[src/design/pgf_pkg.sv]
// pgf_pkg: shared types and defaults of the processor grid factorizer
// holds datapath micro-op codes and the command and status structs
// no dependencies
package pgf_pkg;

  localparam int unsigned GridBitsDef = 16;
  localparam int unsigned ProcBitsDef = 16;

  typedef enum logic [5:0] {
    OP_NOP,
    OP_LOAD,
    OP_M_XP,
    OP_M_T,
    OP_M_A,
    OP_M_B,
    OP_M_C,
    OP_M_CX,
    OP_M_CY,
    OP_M_R3,
    OP_M_PY,
    OP_M_PZ,
    OP_D_XP,
    OP_D_LO,
    OP_D_SP_R,
    OP_D_NP_R3,
    OP_D_LO3,
    OP_SQ_START,
    OP_SET_S,
    OP_SET_LO_Q,
    OP_SET_LO_1,
    OP_CLAMP,
    OP_UP_INIT,
    OP_R_DEC,
    OP_R_INC,
    OP_CAND,
    OP_KEEP2,
    OP_CLR_F2,
    OP_SET_T,
    OP_SET_A,
    OP_SET_B,
    OP_SET_C,
    OP_SET_LO3_Q,
    OP_SET_LO3_1,
    OP_SUB3,
    OP_KEEP3,
    OP_R3_INC,
    OP_DONE2,
    OP_DONE3,
    OP_FAIL
  } dp_op_e;

  typedef struct packed {
    dp_op_e op;
  } pgf_cmd_t;

  typedef struct packed {
    logic busy;
    logic zero2;
    logic zero3;
    logic rem_zero;
    logic r_ge_lo;
    logic r_le_hi;
    logic r3_le_hi3;
    logic sy_lt_sp;
    logic t_lt_np;
    logic found2;
  } pgf_sts_t;

endpackage

[src/design/pgf_ctrl.sv]
// pgf_ctrl: sequencer of the grid factorizer, issues at most one micro-op per cycle
// waits on the shared divider, multiplier and square root unit
// depends on pgf_pkg
module pgf_ctrl (
  input  logic             clk_i,
  input  logic             rst_ni,
  input  logic             start,
  input  logic             mode_i,
  output logic             busy,
  output pgf_pkg::pgf_cmd_t cmd_o,
  input  pgf_pkg::pgf_sts_t sts_i
);
  import pgf_pkg::*;

  typedef enum logic [31:0] {
    S_IDLE    = 32'b1 << 0,
    S_2_CHK   = 32'b1 << 1,
    S_2_DIV   = 32'b1 << 2,
    S_2_SQ    = 32'b1 << 3,
    S_2_S     = 32'b1 << 4,
    S_2_LO    = 32'b1 << 5,
    S_2_LOQ   = 32'b1 << 6,
    S_2_CLAMP = 32'b1 << 7,
    S_DN_TEST = 32'b1 << 8,
    S_DN_CHK  = 32'b1 << 9,
    S_C2_A    = 32'b1 << 10,
    S_C2_B    = 32'b1 << 11,
    S_C2_K    = 32'b1 << 12,
    S_2_UPI   = 32'b1 << 13,
    S_UP_TEST = 32'b1 << 14,
    S_UP_CHK  = 32'b1 << 15,
    S_2_RET   = 32'b1 << 16,
    S_T3_MUL  = 32'b1 << 17,
    S_T3_SET  = 32'b1 << 18,
    S_T3_A    = 32'b1 << 19,
    S_T3_SA   = 32'b1 << 20,
    S_T3_B    = 32'b1 << 21,
    S_T3_SB   = 32'b1 << 22,
    S_T3_C    = 32'b1 << 23,
    S_T3_SC   = 32'b1 << 24,
    S_T3_LO   = 32'b1 << 25,
    S_T3_LOQ  = 32'b1 << 26,
    S_L3_TEST = 32'b1 << 27,
    S_L3_CHK  = 32'b1 << 28,
    S_K3_B    = 32'b1 << 29,
    S_K3_C    = 32'b1 << 30,
    S_K3_K    = 32'b1 << 31
  } state_e;

  state_e state_q, state_d;
  logic   in3_q, in3_d;
  logic   up_q, up_d;
  dp_op_e op;

  assign busy     = (state_q != S_IDLE);
  assign cmd_o.op = op;

  always_comb begin
    state_d = state_q;
    in3_d   = in3_q;
    up_d    = up_q;
    op      = OP_NOP;
    unique case (state_q)
      S_IDLE: begin
        if (start) begin
          op      = OP_LOAD;
          in3_d   = mode_i;
          state_d = mode_i ? S_T3_MUL : S_2_CHK;
        end
      end
      S_2_CHK: begin
        if (sts_i.zero2) begin
          op      = OP_CLR_F2;
          state_d = S_2_RET;
        end else begin
          op      = OP_M_XP;
          state_d = S_2_DIV;
        end
      end
      S_2_DIV: if (!sts_i.busy) begin
        op      = OP_D_XP;
        state_d = S_2_SQ;
      end
      S_2_SQ: if (!sts_i.busy) begin
        op      = OP_SQ_START;
        state_d = S_2_S;
      end
      S_2_S: if (!sts_i.busy) begin
        op      = OP_SET_S;
        state_d = S_2_LO;
      end
      S_2_LO: begin
        if (sts_i.sy_lt_sp) begin
          op      = OP_D_LO;
          state_d = S_2_LOQ;
        end else begin
          op      = OP_SET_LO_1;
          state_d = S_2_CLAMP;
        end
      end
      S_2_LOQ: if (!sts_i.busy) begin
        op      = OP_SET_LO_Q;
        state_d = S_2_CLAMP;
      end
      S_2_CLAMP: begin
        op      = OP_CLAMP;
        up_d    = 1'b0;
        state_d = S_DN_TEST;
      end
      S_DN_TEST: begin
        if (sts_i.r_ge_lo) begin
          op      = OP_D_SP_R;
          state_d = S_DN_CHK;
        end else begin
          op      = OP_UP_INIT;
          up_d    = 1'b1;
          state_d = S_UP_TEST;
        end
      end
      S_DN_CHK: if (!sts_i.busy) begin
        if (sts_i.rem_zero) begin
          op      = OP_CAND;
          state_d = S_C2_A;
        end else begin
          op      = OP_R_DEC;
          state_d = S_DN_TEST;
        end
      end
      S_C2_A: begin
        op      = OP_M_CX;
        state_d = S_C2_B;
      end
      S_C2_B: if (!sts_i.busy) begin
        op      = OP_M_CY;
        state_d = S_C2_K;
      end
      S_C2_K: if (!sts_i.busy) begin
        op      = OP_KEEP2;
        state_d = up_q ? S_2_RET : S_2_UPI;
      end
      S_2_UPI: begin
        op      = OP_UP_INIT;
        up_d    = 1'b1;
        state_d = S_UP_TEST;
      end
      S_UP_TEST: begin
        if (sts_i.r_le_hi) begin
          op      = OP_D_SP_R;
          state_d = S_UP_CHK;
        end else begin
          state_d = S_2_RET;
        end
      end
      S_UP_CHK: if (!sts_i.busy) begin
        if (sts_i.rem_zero) begin
          op      = OP_CAND;
          state_d = S_C2_A;
        end else begin
          op      = OP_R_INC;
          state_d = S_UP_TEST;
        end
      end
      S_2_RET: begin
        if (!in3_q) begin
          op      = OP_DONE2;
          state_d = S_IDLE;
        end else if (sts_i.found2) begin
          op      = OP_M_R3;
          state_d = S_K3_B;
        end else begin
          op      = OP_R3_INC;
          state_d = S_L3_TEST;
        end
      end
      S_T3_MUL: begin
        if (sts_i.zero3) begin
          op      = OP_FAIL;
          state_d = S_IDLE;
        end else begin
          op      = OP_M_T;
          state_d = S_T3_SET;
        end
      end
      S_T3_SET: if (!sts_i.busy) begin
        op      = OP_SET_T;
        state_d = S_T3_A;
      end
      S_T3_A: begin
        op      = OP_M_A;
        state_d = S_T3_SA;
      end
      S_T3_SA: if (!sts_i.busy) begin
        op      = OP_SET_A;
        state_d = S_T3_B;
      end
      S_T3_B: begin
        op      = OP_M_B;
        state_d = S_T3_SB;
      end
      S_T3_SB: if (!sts_i.busy) begin
        op      = OP_SET_B;
        state_d = S_T3_C;
      end
      S_T3_C: begin
        op      = OP_M_C;
        state_d = S_T3_SC;
      end
      S_T3_SC: if (!sts_i.busy) begin
        op      = OP_SET_C;
        state_d = S_T3_LO;
      end
      S_T3_LO: begin
        if (sts_i.t_lt_np) begin
          op      = OP_D_LO3;
          state_d = S_T3_LOQ;
        end else begin
          op      = OP_SET_LO3_1;
          state_d = S_L3_TEST;
        end
      end
      S_T3_LOQ: if (!sts_i.busy) begin
        op      = OP_SET_LO3_Q;
        state_d = S_L3_TEST;
      end
      S_L3_TEST: begin
        if (sts_i.r3_le_hi3) begin
          op      = OP_D_NP_R3;
          state_d = S_L3_CHK;
        end else begin
          op      = OP_DONE3;
          state_d = S_IDLE;
        end
      end
      S_L3_CHK: if (!sts_i.busy) begin
        if (sts_i.rem_zero) begin
          op      = OP_SUB3;
          state_d = S_2_CHK;
        end else begin
          op      = OP_R3_INC;
          state_d = S_L3_TEST;
        end
      end
      S_K3_B: if (!sts_i.busy) begin
        op      = OP_M_PY;
        state_d = S_K3_C;
      end
      S_K3_C: if (!sts_i.busy) begin
        op      = OP_M_PZ;
        state_d = S_K3_K;
      end
      S_K3_K: if (!sts_i.busy) begin
        op      = OP_KEEP3;
        state_d = S_L3_TEST;
      end
      default: state_d = S_IDLE;
    endcase
  end

  always_ff @(posedge clk_i or negedge rst_ni) begin
    if (!rst_ni) begin
      state_q <= S_IDLE;
      in3_q   <= 1'b0;
      up_q    <= 1'b0;
    end else begin
      state_q <= state_d;
      in3_q   <= in3_d;
      up_q    <= up_d;
    end
  end

endmodule

[src/design/pgf_datapath.sv]
// pgf_datapath: operand registers, serial divider, serial multiply-accumulate,
// serial square root and result registers of the grid factorizer
// depends on pgf_pkg
module pgf_datapath #(
  parameter int unsigned GridBits = pgf_pkg::GridBitsDef,
  parameter int unsigned ProcBits = pgf_pkg::ProcBitsDef
) (
  input  logic                clk_i,
  input  logic                rst_ni,
  input  pgf_pkg::pgf_cmd_t   cmd_i,
  output pgf_pkg::pgf_sts_t   sts_o,
  input  logic [GridBits-1:0] grid_x_i,
  input  logic [GridBits-1:0] grid_y_i,
  input  logic [GridBits-1:0] grid_z_i,
  input  logic [ProcBits-1:0] processes_i,
  output logic                valid_o,
  output logic                status_o,
  output logic [ProcBits-1:0] parts_x_o,
  output logic [ProcBits-1:0] parts_y_o,
  output logic [ProcBits-1:0] parts_z_o
);
  import pgf_pkg::*;

  localparam int unsigned XW  = (GridBits > ProcBits) ? GridBits : ProcBits;
  localparam int unsigned RW  = XW + 1;
  localparam int unsigned QW  = GridBits + ProcBits;
  localparam int unsigned TW  = 2 * GridBits;
  localparam int unsigned DVW = (QW > TW) ? QW : TW;
  localparam int unsigned CW  = XW + TW + 2;
  localparam int unsigned HW  = (QW + 1) / 2;
  localparam int unsigned SQW = 2 * HW;
  localparam int unsigned SH  = DVW - (ProcBits + 1);
  localparam int unsigned DCW = $clog2(DVW + 1);
  localparam int unsigned MCW = $clog2(XW + 1);
  localparam int unsigned SCW = $clog2(HW + 1);

  logic [GridBits-1:0] gx_q, gy_q, gz_q, sx_q, sy_q;
  logic [ProcBits-1:0] np_q, sp_q;
  logic [RW-1:0]       s_q, lo_q, hi_q, r_q, r3_q, hi3_q;
  logic [XW-1:0]       cx_q, cy_q, bx_q, by_q, ox_q, oy_q, oz_q;
  logic [CW-1:0]       best2_q, best3_q;
  logic                found2_q, found3_q;
  logic [TW-1:0]       t_q, a_q, b_q, c_q;
  // divider
  logic [DVW-1:0]      dq_q, dr_q, dd_q;
  logic [DCW-1:0]      dcnt_q;
  // multiply-accumulate
  logic [CW-1:0]       acc_q, my_q;
  logic [XW-1:0]       mx_q;
  logic [MCW-1:0]      mcnt_q;
  // square root
  logic [SQW-1:0]      sv_q;
  logic [HW+1:0]       srem_q;
  logic [HW-1:0]       root_q;
  logic [SCW-1:0]      scnt_q;
  // results
  logic                valid_q, status_q;
  logic [ProcBits-1:0] px_q, py_q, pz_q;

  dp_op_e op;
  assign op = cmd_i.op;

  // unit launch selection
  logic           div_go, div_short, mac_go, mac_clr;
  logic [DVW-1:0] div_x, div_y;
  logic [XW-1:0]  mac_x;
  logic [TW-1:0]  mac_y;
  logic [XW-1:0]  min_gy, min_gz;

  assign min_gy = (XW'(gy_q) < XW'(np_q)) ? XW'(gy_q) : XW'(np_q);
  assign min_gz = (XW'(gz_q) < XW'(np_q)) ? XW'(gz_q) : XW'(np_q);

  always_comb begin
    div_go    = 1'b0;
    div_short = 1'b1;
    div_x     = '0;
    div_y     = '0;
    mac_go    = 1'b0;
    mac_clr   = 1'b0;
    mac_x     = '0;
    mac_y     = '0;
    unique case (op)
      OP_D_XP: begin
        div_go = 1'b1; div_short = 1'b0;
        div_x = DVW'(acc_q[QW-1:0]); div_y = DVW'(sy_q);
      end
      OP_D_LO: begin
        div_go = 1'b1;
        div_x = DVW'(sp_q) + DVW'(sy_q) - DVW'(1); div_y = DVW'(sy_q);
      end
      OP_D_SP_R: begin
        div_go = 1'b1; div_x = DVW'(sp_q); div_y = DVW'(r_q);
      end
      OP_D_NP_R3: begin
        div_go = 1'b1; div_x = DVW'(np_q); div_y = DVW'(r3_q);
      end
      OP_D_LO3: begin
        div_go = 1'b1;
        div_x = DVW'(np_q) + DVW'(t_q) - DVW'(1); div_y = DVW'(t_q);
      end
      OP_M_XP: begin
        mac_go = 1'b1; mac_clr = 1'b1; mac_x = XW'(sp_q); mac_y = TW'(sx_q);
      end
      OP_M_T: begin
        mac_go = 1'b1; mac_clr = 1'b1; mac_x = min_gy; mac_y = TW'(min_gz);
      end
      OP_M_A: begin
        mac_go = 1'b1; mac_clr = 1'b1; mac_x = XW'(gy_q); mac_y = TW'(gz_q);
      end
      OP_M_B: begin
        mac_go = 1'b1; mac_clr = 1'b1; mac_x = XW'(gx_q); mac_y = TW'(gz_q);
      end
      OP_M_C: begin
        mac_go = 1'b1; mac_clr = 1'b1; mac_x = XW'(gx_q); mac_y = TW'(gy_q);
      end
      OP_M_CX: begin
        mac_go = 1'b1; mac_clr = 1'b1; mac_x = cx_q - XW'(1); mac_y = TW'(sy_q);
      end
      OP_M_CY: begin
        mac_go = 1'b1; mac_x = cy_q - XW'(1); mac_y = TW'(sx_q);
      end
      OP_M_R3: begin
        mac_go = 1'b1; mac_clr = 1'b1; mac_x = XW'(r3_q - RW'(1)); mac_y = a_q;
      end
      OP_M_PY: begin
        mac_go = 1'b1; mac_x = bx_q - XW'(1); mac_y = b_q;
      end
      OP_M_PZ: begin
        mac_go = 1'b1; mac_x = by_q - XW'(1); mac_y = c_q;
      end
      default: ;
    endcase
  end

  // one quotient bit per cycle
  logic [DVW:0] dsh, dnr;
  logic         dge;
  assign dsh = {dr_q, dq_q[DVW-1]};
  assign dge = (dsh >= {1'b0, dd_q});
  assign dnr = dge ? (dsh - {1'b0, dd_q}) : dsh;

  // one root bit per cycle
  logic [HW+3:0] st, tr;
  logic          sge;
  assign st  = {srem_q, sv_q[SQW-1 -: 2]};
  assign tr  = (HW+4)'({root_q, 2'b01});
  assign sge = (st >= tr);

  logic [RW-1:0] clamp_lo, clamp_v;
  assign clamp_lo = (s_q < lo_q) ? lo_q : s_q;
  assign clamp_v  = (clamp_lo > hi_q) ? hi_q : clamp_lo;

  logic keep2, keep3;
  assign keep2 = !found2_q || (acc_q < best2_q);
  assign keep3 = !found3_q || (acc_q < best3_q);

  // control state
  always_ff @(posedge clk_i or negedge rst_ni) begin
    if (!rst_ni) begin
      dcnt_q   <= '0;
      mcnt_q   <= '0;
      scnt_q   <= '0;
      valid_q  <= 1'b0;
      found2_q <= 1'b0;
      found3_q <= 1'b0;
    end else begin
      valid_q <= (op == OP_DONE2) || (op == OP_DONE3) || (op == OP_FAIL);
      if (div_go) begin
        dcnt_q <= div_short ? DCW'(ProcBits + 1) : DCW'(DVW);
      end else if (dcnt_q != '0) begin
        dcnt_q <= dcnt_q - DCW'(1);
      end
      if (mac_go) begin
        mcnt_q <= MCW'(XW);
      end else if (mcnt_q != '0) begin
        mcnt_q <= mcnt_q - MCW'(1);
      end
      if (op == OP_SQ_START) begin
        scnt_q <= SCW'(HW);
      end else if (scnt_q != '0) begin
        scnt_q <= scnt_q - SCW'(1);
      end
      unique case (op)
        OP_LOAD: begin
          found2_q <= 1'b0;
          found3_q <= 1'b0;
        end
        OP_CLAMP, OP_CLR_F2: found2_q <= 1'b0;
        OP_KEEP2: if (keep2) found2_q <= 1'b1;
        OP_KEEP3: if (keep3) found3_q <= 1'b1;
        default: ;
      endcase
    end
  end

  // payload
  always_ff @(posedge clk_i) begin
    if (div_go) begin
      dq_q <= div_short ? DVW'(div_x << SH) : div_x;
      dr_q <= '0;
      dd_q <= div_y;
    end else if (dcnt_q != '0) begin
      dq_q <= {dq_q[DVW-2:0], dge};
      dr_q <= dnr[DVW-1:0];
    end
    if (mac_go) begin
      if (mac_clr) acc_q <= '0;
      mx_q <= mac_x;
      my_q <= CW'(mac_y);
    end else if (mcnt_q != '0) begin
      if (mx_q[0]) acc_q <= acc_q + my_q;
      mx_q <= mx_q >> 1;
      my_q <= my_q << 1;
    end
    if (op == OP_SQ_START) begin
      sv_q   <= SQW'(dq_q[QW-1:0]);
      srem_q <= '0;
      root_q <= '0;
    end else if (scnt_q != '0) begin
      sv_q   <= sv_q << 2;
      srem_q <= sge ? (HW+2)'(st - tr) : (HW+2)'(st);
      root_q <= {root_q[HW-2:0], sge};
    end
    unique case (op)
      OP_LOAD: begin
        gx_q <= grid_x_i;
        gy_q <= grid_y_i;
        gz_q <= grid_z_i;
        np_q <= processes_i;
        sx_q <= grid_x_i;
        sy_q <= grid_y_i;
        sp_q <= processes_i;
      end
      OP_SET_S: begin
        s_q  <= RW'(root_q);
        hi_q <= (RW'(sx_q) < RW'(sp_q)) ? RW'(sx_q) : RW'(sp_q);
      end
      OP_SET_LO_Q: lo_q <= RW'(dq_q);
      OP_SET_LO_1: lo_q <= RW'(1);
      OP_CLAMP: begin
        s_q <= clamp_v;
        r_q <= clamp_v;
      end
      OP_UP_INIT: r_q <= s_q + RW'(1);
      OP_R_DEC:   r_q <= r_q - RW'(1);
      OP_R_INC:   r_q <= r_q + RW'(1);
      OP_CAND: begin
        cx_q <= XW'(r_q);
        cy_q <= XW'(dq_q);
      end
      OP_KEEP2: if (keep2) begin
        bx_q    <= cx_q;
        by_q    <= cy_q;
        best2_q <= acc_q;
      end
      OP_SET_T: begin
        t_q   <= acc_q[TW-1:0];
        hi3_q <= (RW'(gx_q) < RW'(np_q)) ? RW'(gx_q) : RW'(np_q);
      end
      OP_SET_A:     a_q  <= acc_q[TW-1:0];
      OP_SET_B:     b_q  <= acc_q[TW-1:0];
      OP_SET_C:     c_q  <= acc_q[TW-1:0];
      OP_SET_LO3_Q: r3_q <= RW'(dq_q);
      OP_SET_LO3_1: r3_q <= RW'(1);
      OP_SUB3: begin
        sx_q <= gy_q;
        sy_q <= gz_q;
        sp_q <= ProcBits'(dq_q);
      end
      OP_KEEP3: begin
        if (keep3) begin
          ox_q    <= XW'(r3_q);
          oy_q    <= bx_q;
          oz_q    <= by_q;
          best3_q <= acc_q;
        end
        r3_q <= r3_q + RW'(1);
      end
      OP_R3_INC: r3_q <= r3_q + RW'(1);
      OP_DONE2: begin
        status_q <= !found2_q;
        px_q     <= found2_q ? ProcBits'(bx_q) : '0;
        py_q     <= found2_q ? ProcBits'(by_q) : '0;
        pz_q     <= found2_q ? ProcBits'(1) : '0;
      end
      OP_DONE3: begin
        status_q <= !found3_q;
        px_q     <= found3_q ? ProcBits'(ox_q) : '0;
        py_q     <= found3_q ? ProcBits'(oy_q) : '0;
        pz_q     <= found3_q ? ProcBits'(oz_q) : '0;
      end
      OP_FAIL: begin
        status_q <= 1'b1;
        px_q     <= '0;
        py_q     <= '0;
        pz_q     <= '0;
      end
      default: ;
    endcase
  end

  assign sts_o.busy      = (dcnt_q != '0) || (mcnt_q != '0) || (scnt_q != '0);
  assign sts_o.zero2     = (sx_q == '0) || (sy_q == '0) || (sp_q == '0);
  assign sts_o.zero3     = (gx_q == '0) || (gy_q == '0) || (gz_q == '0) || (np_q == '0);
  assign sts_o.rem_zero  = (dr_q == '0);
  assign sts_o.r_ge_lo   = (r_q >= lo_q);
  assign sts_o.r_le_hi   = (r_q <= hi_q);
  assign sts_o.r3_le_hi3 = (r3_q <= hi3_q);
  assign sts_o.sy_lt_sp  = (XW'(sy_q) < XW'(sp_q));
  assign sts_o.t_lt_np   = (DVW'(t_q) < DVW'(np_q));
  assign sts_o.found2    = found2_q;

  assign valid_o   = valid_q;
  assign status_o  = status_q;
  assign parts_x_o = px_q;
  assign parts_y_o = py_q;
  assign parts_z_o = pz_q;

endmodule

[src/design/processor_grid_factorizer.sv]
// processor_grid_factorizer: top level, splits a process count over a 2D or 3D grid
// joins the pgf_ctrl sequencer and the pgf_datapath; depends on pgf_pkg
//
//  channel  | signals                                         | handshake
//  ---------+-------------------------------------------------+---------------------------
//  request  | op_i grid_x_i grid_y_i grid_z_i processes_i      | taken when start & !busy
//  result   | status_o parts_x_o parts_y_o parts_z_o           | valid_o strobe, one cycle
//
// one request at a time; busy stays high until the cycle the result strobes
// 2D: setup, then one division of the process count per candidate divisor scanned,
//   and a further multiply-accumulate and compare per divisor hit
// 3D: setup, then one division per candidate along the first axis plus one full 2D
//   split for every divisor found
// the divider is serial, one quotient bit per cycle, and shared by all tests
// reset clears the sequencer and the strobe; results cannot be held off by the receiver
module processor_grid_factorizer #(
  parameter int unsigned GRID_BITS = pgf_pkg::GridBitsDef,
  parameter int unsigned PROC_BITS = pgf_pkg::ProcBitsDef
) (
  input  logic                 clk_i,
  input  logic                 rst_ni,
  input  logic                 start,
  output logic                 busy,
  input  logic                 op_i,
  input  logic [GRID_BITS-1:0] grid_x_i,
  input  logic [GRID_BITS-1:0] grid_y_i,
  input  logic [GRID_BITS-1:0] grid_z_i,
  input  logic [PROC_BITS-1:0] processes_i,
  output logic                 valid_o,
  output logic                 status_o,
  output logic [PROC_BITS-1:0] parts_x_o,
  output logic [PROC_BITS-1:0] parts_y_o,
  output logic [PROC_BITS-1:0] parts_z_o
);
  import pgf_pkg::*;

  pgf_cmd_t cmd;
  pgf_sts_t sts;

  pgf_ctrl u_ctrl (
    .clk_i  (clk_i),
    .rst_ni (rst_ni),
    .start  (start),
    .mode_i (op_i),
    .busy   (busy),
    .cmd_o  (cmd),
    .sts_i  (sts)
  );

  pgf_datapath #(
    .GridBits (GRID_BITS),
    .ProcBits (PROC_BITS)
  ) u_dp (
    .clk_i       (clk_i),
    .rst_ni      (rst_ni),
    .cmd_i       (cmd),
    .sts_o       (sts),
    .grid_x_i    (grid_x_i),
    .grid_y_i    (grid_y_i),
    .grid_z_i    (grid_z_i),
    .processes_i (processes_i),
    .valid_o     (valid_o),
    .status_o    (status_o),
    .parts_x_o   (parts_x_o),
    .parts_y_o   (parts_y_o),
    .parts_z_o   (parts_z_o)
  );

endmodule

[config.mk]
export PLATFORM = sky130hd
export DESIGN_NAME = processor_grid_factorizer
export DESIGN_NICKNAME = d
export VERILOG_FILES = /design/src/design/pgf_pkg.sv /design/src/design/pgf_ctrl.sv /design/src/design/pgf_datapath.sv /design/src/design/processor_grid_factorizer.sv
export SDC_FILE = /design/constraint.sdc
export NUM_CORES = 2
export LEC_CHECK = 0
export BUFFER_PORTS_ARGS = -buffer_cell sky130_fd_sc_hd__buf_2
export CAP_MARGIN = 20
export CELL_PAD_IN_SITES_DETAIL_PLACEMENT = 1
export CELL_PAD_IN_SITES_GLOBAL_PLACEMENT = 1
export CORE_MARGIN = 4
export CORE_UTILIZATION = 50
export DETAILED_ROUTE_END_ITERATION = 8
export PLACE_DENSITY_LB_ADDON = 0.12
export SYNTH_ARGS = -nofsm -noshare
export SYNTH_HDL_FRONTEND = slang
export SYNTH_HIERARCHICAL = 1
export SYNTH_SLANG_ARGS = --single-unit
[constraint.sdc]
create_clock -name clk_i -period 18.21 [get_ports clk_i]
set_input_delay 2.7315 -clock clk_i [delete_from_list [all_inputs] [get_ports clk_i]]
set_output_delay 2.7315 -clock clk_i [all_outputs]
set_load 0.005 [all_outputs]
==> results.yml <==
place:
  hpwl_mm: 141
  numPortBuffers: 118
  dpl.cell_count: 6382
  gp_congestion: 1.01
drt:
  via_count: 42721
  avgRoutedWirePerCell_um: 29.5
  ant_nets: 0
  avgViaCountPerCell: 6.49
  dr.first_iter.drc_count: 4650
  drc_errors: 0
  first_pass_iters: 9
  wl_mm: 194
synth:
  synth_area_per_cell_um2: 10.9
  synth_top_area_share: 0.441
  yosys-top-cells-area: "edfxtp_1, ha_1, dfxtp_1, nand2_1, a21oi_1"
  yosysWarnings: 6
  synth.most_common_cell: "edfxtp_1"
  syn_inst: 4975
  synth_commonest_cells: "edfxtp_1, ha_1, nand2_1, inv_1, a21oi_1"
  synth_ff_type: "edfxtp_1"
  async_reset_ff_frac: 0.0569
  synth_nets: 5499
  ys_seq_elements: 932
  netlist_area_um2: 54100
  ys_types: 108
  yosys.area.top_type: "edfxtp_1"
  yosysSeqAreaShare: 0.496
  synth_edf_count: 795
sta:
  drv_slew: 0
  fin_crit_sh: 0.412
  period_minus_slack_ps: 7510
  fmax_mhz: 133
  fin_skew_ps: 24.9
  worst_pin_slew_ps: 1080
  max-slew-margin-rel: 0.260
  hold_viol: 0
  fin_setup_tns_ps: 0
  finalSetupViolCount: 0
  rsz0062_at_grt: "false"
cells_and_area:
  layout-drive-gt1-share: 0.117
  nets: 5615
  final_cells: 6585
  area_growth_pct: 11.2
  final_util: 0.561
job:
  maxCapViolations: 0
floorplanning:
  core_area_um2: 107000
  die_area_um2: 114000
  die_w_um: 337
  initial_core_util: 0.504
  fp.dieH_um: 337
  row_count: 120
  ioPinCount: 119
clock_network:
  htreeDepth: 3
  cts_max_path_buffers: 3
  clk_pin_slew_ps: 60
  cts_buffers: 105
  cts_root_buf: "clkbuf_16"
  cts.repair.resized: 0
  ctsHoldBuffers: 0
  cts_setup_buffers: 0
  cts.sinks: 932
  cts_tree: "yes"
  clkLatencyLatePin_ps: 710
critical_path:
  crit_slowest_cell: "nor4_1"
  cp.arrival_ps: 7970
  crit_type: "reg2reg"
  cp-end-kind: "flip-flop"
  reg2reg_depth: 18
  slowest_delay_ps: 710
  critical_path.startpoint_type: "flip-flop"
  worstPathMaxFanout: 53
  crit_chain: "nor4_1, nand4_1, or3_1, or3_1, a21oi_1, nor4b_1, nand4_1, buf_4, buf_4, mux4_2, nor4_1, o21ai_1, or2_1, nor3_2, xor2_1, a222oi_1, o21ai_1, a221o_1"
  crit_required_ps: 18670
status:
  status: "finished, final reports clean"
global_routing:
  grt_pass1_vias: 43248
  grt_pass1_wl_mm: 284
  grt_start_max_net_pins: 95
  grt_remaining_overflow: 0
  antenna_found_initial: 7
  grt_usage: 0.335
min_path:
  hold_path.class: "reg2reg"
  whs_path_depth: 0
power_and_ir_drop:
  p_leak_nw: 24.4
  powerDensity_nw_per_um2: 165
  ir_drop_mv: 0.160
## path summary, 6_finish.rpt
kind,startpoint,to,slack (ps)
max in group asynchronous,rst_ni,u_ctrl/state_q[18]$_DFFE_PN0P_,15340
setup reg to reg,u_ctrl/state_q[5]$_DFFE_PN0P_,u_dp/mx_q[15]$_SDFFCE_PP0P_,10700
setup / recovery,u_ctrl/state_q[5]$_DFFE_PN0P_,u_dp/mx_q[15]$_SDFFCE_PP0P_,10700
hold reg to reg,u_dp/cy_q[15]$_DFFE_PN_,u_dp/by_q[15]$_DFFE_PP_,460
hold / removal,u_dp/cy_q[15]$_DFFE_PN_,u_dp/by_q[15]$_DFFE_PP_,460
min in group asynchronous,rst_ni,u_dp/valid_o$_DFF_PN0_,2180
## layer usage
layer  GRT usage  share of wire  up-vias
li1            -              -    18837
met1       0.440           0.40    21538
met2       0.538           0.46     1862
met3      0.0605          0.079      480
met4       0.164          0.058        4
met5           0        0.00017        -
## report_power, final
part	leakage (nW)	total [mW]	internal (mW)	switching, mW
Sequential	8.75	3.67	3.00	0.673
Clock	1.75	2.23	1.32	0.907
Combinational	13.9	4.04	1.54	2.50
Total	24.4	9.94	5.86	4.08
## critical path: cells and delay by family, from the launching register on
| family | cells | cell delay (ps) |
|---|---|---|
| AO/OA/AOI/OAI | 5 | 1210 |
| buffers and inverters | 2 | 1250 |
| flip-flops | 1 | 440 |
| AND/OR/NAND/NOR | 9 | 3650 |
| multiplexers | 1 | 480 |
| XOR/XNOR | 1 | 120 |
## layout make-up
class / count / area (um^2)
clock inverters: 58 / 691
fillers: 11384 / 47100
diodes: 2 / 5.00
repair buffers: 217 / 1370
well taps: 1403 / 1760
clock buffers: 138 / 2910
multi-input cells: 3445 / 25100
flip-flops and latches: 932 / 26900
inverters: 390 / 1460
## sequential cells by signal, indices dropped and copies added (netlist names), 18 cells and up
signal          count
u_dp/t_q           32
u_ctrl/state_q     32
u_dp/dq_q          32
u_dp/b_q           32
u_dp/c_q           32
u_dp/srem_q        18
u_dp/dd_q          32
u_dp/a_q           32
u_dp/acc_q         50
u_dp/best2_q       50
u_dp/dr_q          32
u_dp/best3_q       50
u_dp/my_q          50
u_dp/sv_q          32
## through the flow
step | power [mW] | hold slack (ps) | setup slack [ps] | cell area [um^2]
final | 9.94 | 456 | 10700 | 60200
after global routing | 10.5 | 456 | 10230 | 60200
after CTS | 9.89 | 453 | 10720 | 60200
after detailed placement | 7.61 | 431 | 10800 | 56600
after global placement | 7.47 | 427 | 11090 | 56500
after floorplan | 6.07 | 421 | 8860 | 54100
## kinds of logic (layout without fill, tap and decap cells)
| logic type | after synthesis | after routing | synth area share |
|---|---|---|---|
| simple gates | 1363 | 1363 | 0.125 |
| compound gates | 1221 | 1221 | 0.151 |
| flops | 932 | 932 | 0.496 |
| buf+inv | 598 | 803 | 0.0428 |
| fa+ha+maj | 456 | 456 | 0.106 |
| mux | 236 | 236 | 0.0518 |
| xor+xnor | 168 | 168 | 0.0272 |
| other cells | 1 | 3 | 0.0000693 |
## cells in the final DEF (no fill, tap or decap), drive strengths merged, types with 34 or more instances in the layout
cell	Yosys	final
dfxtp	84	84
mux2	152	152
dfrtp	52	52
a221o	34	34
a21o	133	133
a22oi	61	61
nand2b	42	42
nor3	84	84
nand4	78	78
clkinv	0	35
and2	54	54
clkbuf	156	139
xor2	76	76
nor2	291	291
a21oi	321	321
nor4	75	75
o21a	44	44
mux2i	64	64
edfxtp	795	795
a22o	49	49
nor2b	43	43
a211oi	45	45
xnor2	92	92
ha	452	452
o21ai	245	245
nand2	432	432
buf	52	216
nand3	93	93
inv	390	395
(Power assumes the default switching activity.)
